**src/rtl/rtse_pkg.sv**
```systemverilog
package rtse_pkg;

	localparam int NUM_CONN  = 8;
	localparam int SLOT_W    = 3;
	localparam int BUF_BYTES = 4096;
	localparam int PTR_W     = 12;
	localparam int CNT_W     = 13;
	localparam int STORE_DEPTH = NUM_CONN * BUF_BYTES;

	typedef enum logic [2:0] {
		ACT_OPEN    = 3'd0,
		ACT_LISTEN  = 3'd1,
		ACT_HEADER  = 3'd2,
		ACT_PAYLOAD = 3'd3,
		ACT_TICK    = 3'd4,
		ACT_READ    = 3'd5,
		ACT_CLOSE   = 3'd6,
		ACT_NONE    = 3'd7
	} act_t;

	localparam logic [2:0] SEG_SYN     = 3'd0;
	localparam logic [2:0] SEG_SYNACK  = 3'd1;
	localparam logic [2:0] SEG_FIN     = 3'd2;
	localparam logic [2:0] SEG_FINACK  = 3'd3;
	localparam logic [2:0] SEG_DATA    = 3'd4;
	localparam logic [2:0] SEG_DATAACK = 3'd5;

	localparam logic [1:0] ST_CLOSED = 2'd0;
	localparam logic [1:0] ST_LISTEN = 2'd1;
	localparam logic [1:0] ST_CONN   = 2'd2;
	localparam logic [1:0] ST_CWAIT  = 2'd3;

	localparam logic [1:0] RC_OK      = 2'd0;
	localparam logic [1:0] RC_REFUSED = 2'd1;
	localparam logic [1:0] RC_EMPTY   = 2'd2;
	localparam logic [1:0] RC_NOMATCH = 2'd3;

	localparam logic [15:0] CW_TICKS_RST = 16'd10;

	typedef struct packed {
		logic load;
		logic scan_clr;
		logic scan_step;
		logic exec;
		logic resp;
	} dp_cmd_t;

	typedef struct packed {
		logic scan_act;
		logic scan_last;
		logic out_busy;
	} dp_sts_t;

endpackage

```
**src/rtl/rtse_ctrl.sv**
```systemverilog
module rtse_ctrl
	import rtse_pkg::*;
(
	input  logic    clk,
	input  logic    arst_n,
	input  logic    in_valid,
	output logic    in_ready,
	input  dp_sts_t sts,
	output dp_cmd_t cmd
);

	typedef enum logic [1:0] {IDLE, SCAN, EXEC, RESP} state_t;
	state_t state_q;

	always_ff @(posedge clk or negedge arst_n) begin
		if (!arst_n) begin
			state_q <= IDLE;
		end else begin
			unique case (state_q)
				IDLE: if (in_valid) state_q <= SCAN;
				SCAN: if (!sts.scan_act || sts.scan_last) state_q <= EXEC;
				EXEC: state_q <= RESP;
				RESP: if (!sts.out_busy) state_q <= IDLE;
				default: state_q <= IDLE;
			endcase
		end
	end

	assign in_ready      = (state_q == IDLE);
	assign cmd.load      = (state_q == IDLE) && in_valid;
	assign cmd.scan_clr  = (state_q == IDLE);
	assign cmd.scan_step = (state_q == SCAN) && sts.scan_act;
	assign cmd.exec      = (state_q == EXEC);
	assign cmd.resp      = (state_q == RESP) && !sts.out_busy;

endmodule

```
**config.mk**
```make
export PLATFORM = sky130hd
export DESIGN_NAME = rtse_ctrl
export DESIGN_NICKNAME = d
export VERILOG_FILES = /design/src/rtl/rtse_pkg.sv /design/src/rtl/rtse_ctrl.sv
export SDC_FILE = /design/constraint.sdc
export NUM_CORES = 1
export LEC_CHECK = 0
export BUFFER_PORTS_ARGS = -buffer_cell sky130_fd_sc_hd__buf_2
export CAP_MARGIN = 0
export CORE_AREA = 2 2 39 41
export DETAILED_ROUTE_END_ITERATION = 6
export DIE_AREA = 0 0 41 43
export PLACE_DENSITY = 0.4
export SKIP_CTS_REPAIR_TIMING = 1
export SLEW_MARGIN = 10
export SYNTH_ARGS = -nofsm -noshare
export SYNTH_HDL_FRONTEND = slang
export SYNTH_SLANG_ARGS = --single-unit
```
**constraint.sdc**
```tcl
create_clock -name clk -period 3 [get_ports clk]
set_input_delay 0.6 -clock clk [delete_from_list [all_inputs] [get_ports clk]]
set_output_delay 0.6 -clock clk [all_outputs]
set_load 0.005 [all_outputs]
```
==> summary.txt <==
Status
  – Status: finished clean

Global route
  – Largest net degree at the start of global routing: 6
  – Grt ovf: 0
  – First-pass GRT wire length: 517 um
  – Initial antenna violation count: 0
  – Number of global-route vias before repair: 147
  – Total track usage: 0.0513

Critical path
  – Setup crit end kind: output pin
  – Worst EP arrival: 1.17 ns
  – Req. time, crit path: 2.40 ns
  – Critical path cell sequence: inv_1 > ha_1 > and2_1 > buf_2
  – Crit Path Category: register to output pin
  – Critical-path maximum fanout: 5
  – Crit-path slowest cell: dfrtp_1
  – CP max stage delay: 0.39 ns
  – R2R setup slack: 1.52 ns
  – Worst setup SP type: register
  – CP top delay family: flip-flops
  – Crit path buffers/inverters: 2

Placed design
  – RD Place Congestion: 0.580
  – PortBufs: 11
  – Placed Area: 250 sq um
  – Inst Count DP: 45

STA
  – Rel. slew slack: 0.856
  – Total negative slack: 0 ns
  – Final setup viols: 0
  – Count of pins over their slew limit: 0
  – Least-Margin Pin Slew: 0.215 ns
  – Fmax: 565 MHz
  – Clock skew: 0.00161 ns
  – Hold Fails Final Rpt: 0
  – RSZ-0062 raised after global routing: false
  – Tcrit/Tclk final: 0.590
  – Final min period: 1.77 ns

Synth
  – Post-Synthesis Net Count: 29
  – Sequential cell area fraction in the yosys report: 0.274
  – Top FF cell, synth: dfrtp_1
  – Post-synthesis mux area share: 0.116
  – Synth Instances: 19
  – Post-synth EDFFs: 0
  – Library cells used by synthesis: 11
  – Yosys reg bits: 2
  – Synth top area share: 0.274
  – Post-synthesis xor/xnor area fraction: 0
  – Synth top cells by count: ha_1, inv_1, dfrtp_1, nand2_1
  – Largest family of logic cells by synthesized area: adder cells
  – Mapped Avg Cell Area: 9.61 sq um
  – Synth Area in Adders: 0.274
  – Post-synth top area cell: dfrtp_1
  – Post-synthesis simple-gate area fraction: 0.130
  – Top cells by area, synth: dfrtp_1, ha_1, inv_1, o221ai_2, mux2_1
  – Post-synthesis compound-gate area fraction: 0.0822
  – Synth warn: 0
  – Cell area after synthesis: 183 sq um
  – FFs w/ async S/R, synth: 1.00

Cells and area
  – Area delta synth->final: 49.3%
  – Most flop-heavy register: state_q
  – Antenna diode count: 0
  – Nets: 44
  – Fill cells: 155
  – Biggest regs: state_q (2)
  – Max reg flops: 2
  – Non-Filler Instances: 48
  – Layout cells sized above 1: 0.469
  – Final Instance Area: 273 sq um

Die
  – Initial Utilization: 0.132
  – Chip Width: 41 um
  – Die area: 1760 sq um
  – Core footprint: 1380 sq um
  – # rows: 14
  – # IOs: 12
  – Die Y-Extent: 43 um

Drt
  – Routed Antenna Nets: 0
  – Pre-Repair DR Iteration Count: 2
  – DR DRC count: 0
  – Post-DR wirelength/cell: 7.38 um
  – Vias/cell: 3.44
  – Final WL: 354 um
  – DRT iter0 DRCs: 3
  – Total number of vias: 165

Run
  – Max Cap Viol: 0

Pwr
  – PwrDens: 928 nW/um^2
  – Highest ir drop seen on vdd: 0.281 mV
  – Pleak: 0.161 nW

CTS
  – CTS tree: built
  – Worst-Skew Late Latency: 0.22 ns
  – CTS root buf: clkbuf_4
  – Htree depth: 1
  – Clk buf depth: 2
  – Clock-pin transition on the worst setup and hold timing paths: 0.03 ns
  – Clock sinks: 2
  – Num CTS Buffers: 3

Hold path
  – Hold WC Path Type: primary input to async pin
power breakdown:
part | total (mW) | internal (mW) | switching (mW)
registers | 0.0564 | 0.0428 | 0.0136
clock network | 0.0582 | 0.0440 | 0.0142
logic | 0.138 | 0.0706 | 0.0678
total | 0.253 | 0.157 | 0.0956
routing by layer:
layer	wire (um)	share of wire	global-route usage
met2	128	0.36	0.0625
met3	62	0.18	0.0471
met1	163	0.46	0.0419
met4	0	0	0.0600
met5	0	0	0
path summary, 6_finish.rpt:
| kind | from | endpoint | cells past startpoint |
|---|---|---|---|
| max | state_q[0] | cmd[4] | 4 |
| min | arst_n | state_q[0] | 1 |
| max reg2reg | state_q[0] | state_q[1] | 5 |
| min reg2reg | state_q[1] | state_q[1] | 1 |
| max in group asynchronous | arst_n | state_q[1] | 1 |
| min in group clk | state_q[1] | state_q[1] | 1 |
final cells by class:
| cell class | count | area (sq um) | share of cell area |
|---|---|---|---|
| multi-input combinational | 12 | 110 | 0.404 |
| timing repair buffer | 11 | 55.1 | 0.202 |
| sequential | 2 | 50.0 | 0.183 |
| clock buffer | 3 | 22.5 | 0.0826 |
| tap | 16 | 20.0 | 0.0734 |
| inverter | 4 | 15.0 | 0.0550 |
kinds of logic after synthesis:
family	count (synthesis)
muxes	2
DFF	2
and+or+nand+nor	5
AOI/OAI and AO/OA	1
adders and majority gates	4
buffers and inverters	5
through the flow:
step | worst slack, ns | util | hold slack (ns) | total power, mW
global route | 1.13 | 0.197 | 0.142 | 0.288
CTS | 1.20 | 0.197 | 0.145 | 0.262
global placement | 1.44 | 0.181 | 0.388 | 0.200
finish | 1.23 | 0.197 | 0.157 | 0.253
floorplan | 1.56 | - | 0.304 | 0.157
detailed placement | 1.43 | 0.181 | 0.387 | 0.199
layout by cell type, fill, tap and decap left out, types with 2 or more instances in the layout:
cell       n
dfrtp_1    2
inv_1      4
ha_1       4
clkbuf_4   3
buf_2     11
nand2_1    2
No activity file was read; power rests on OpenSTA's default activity.
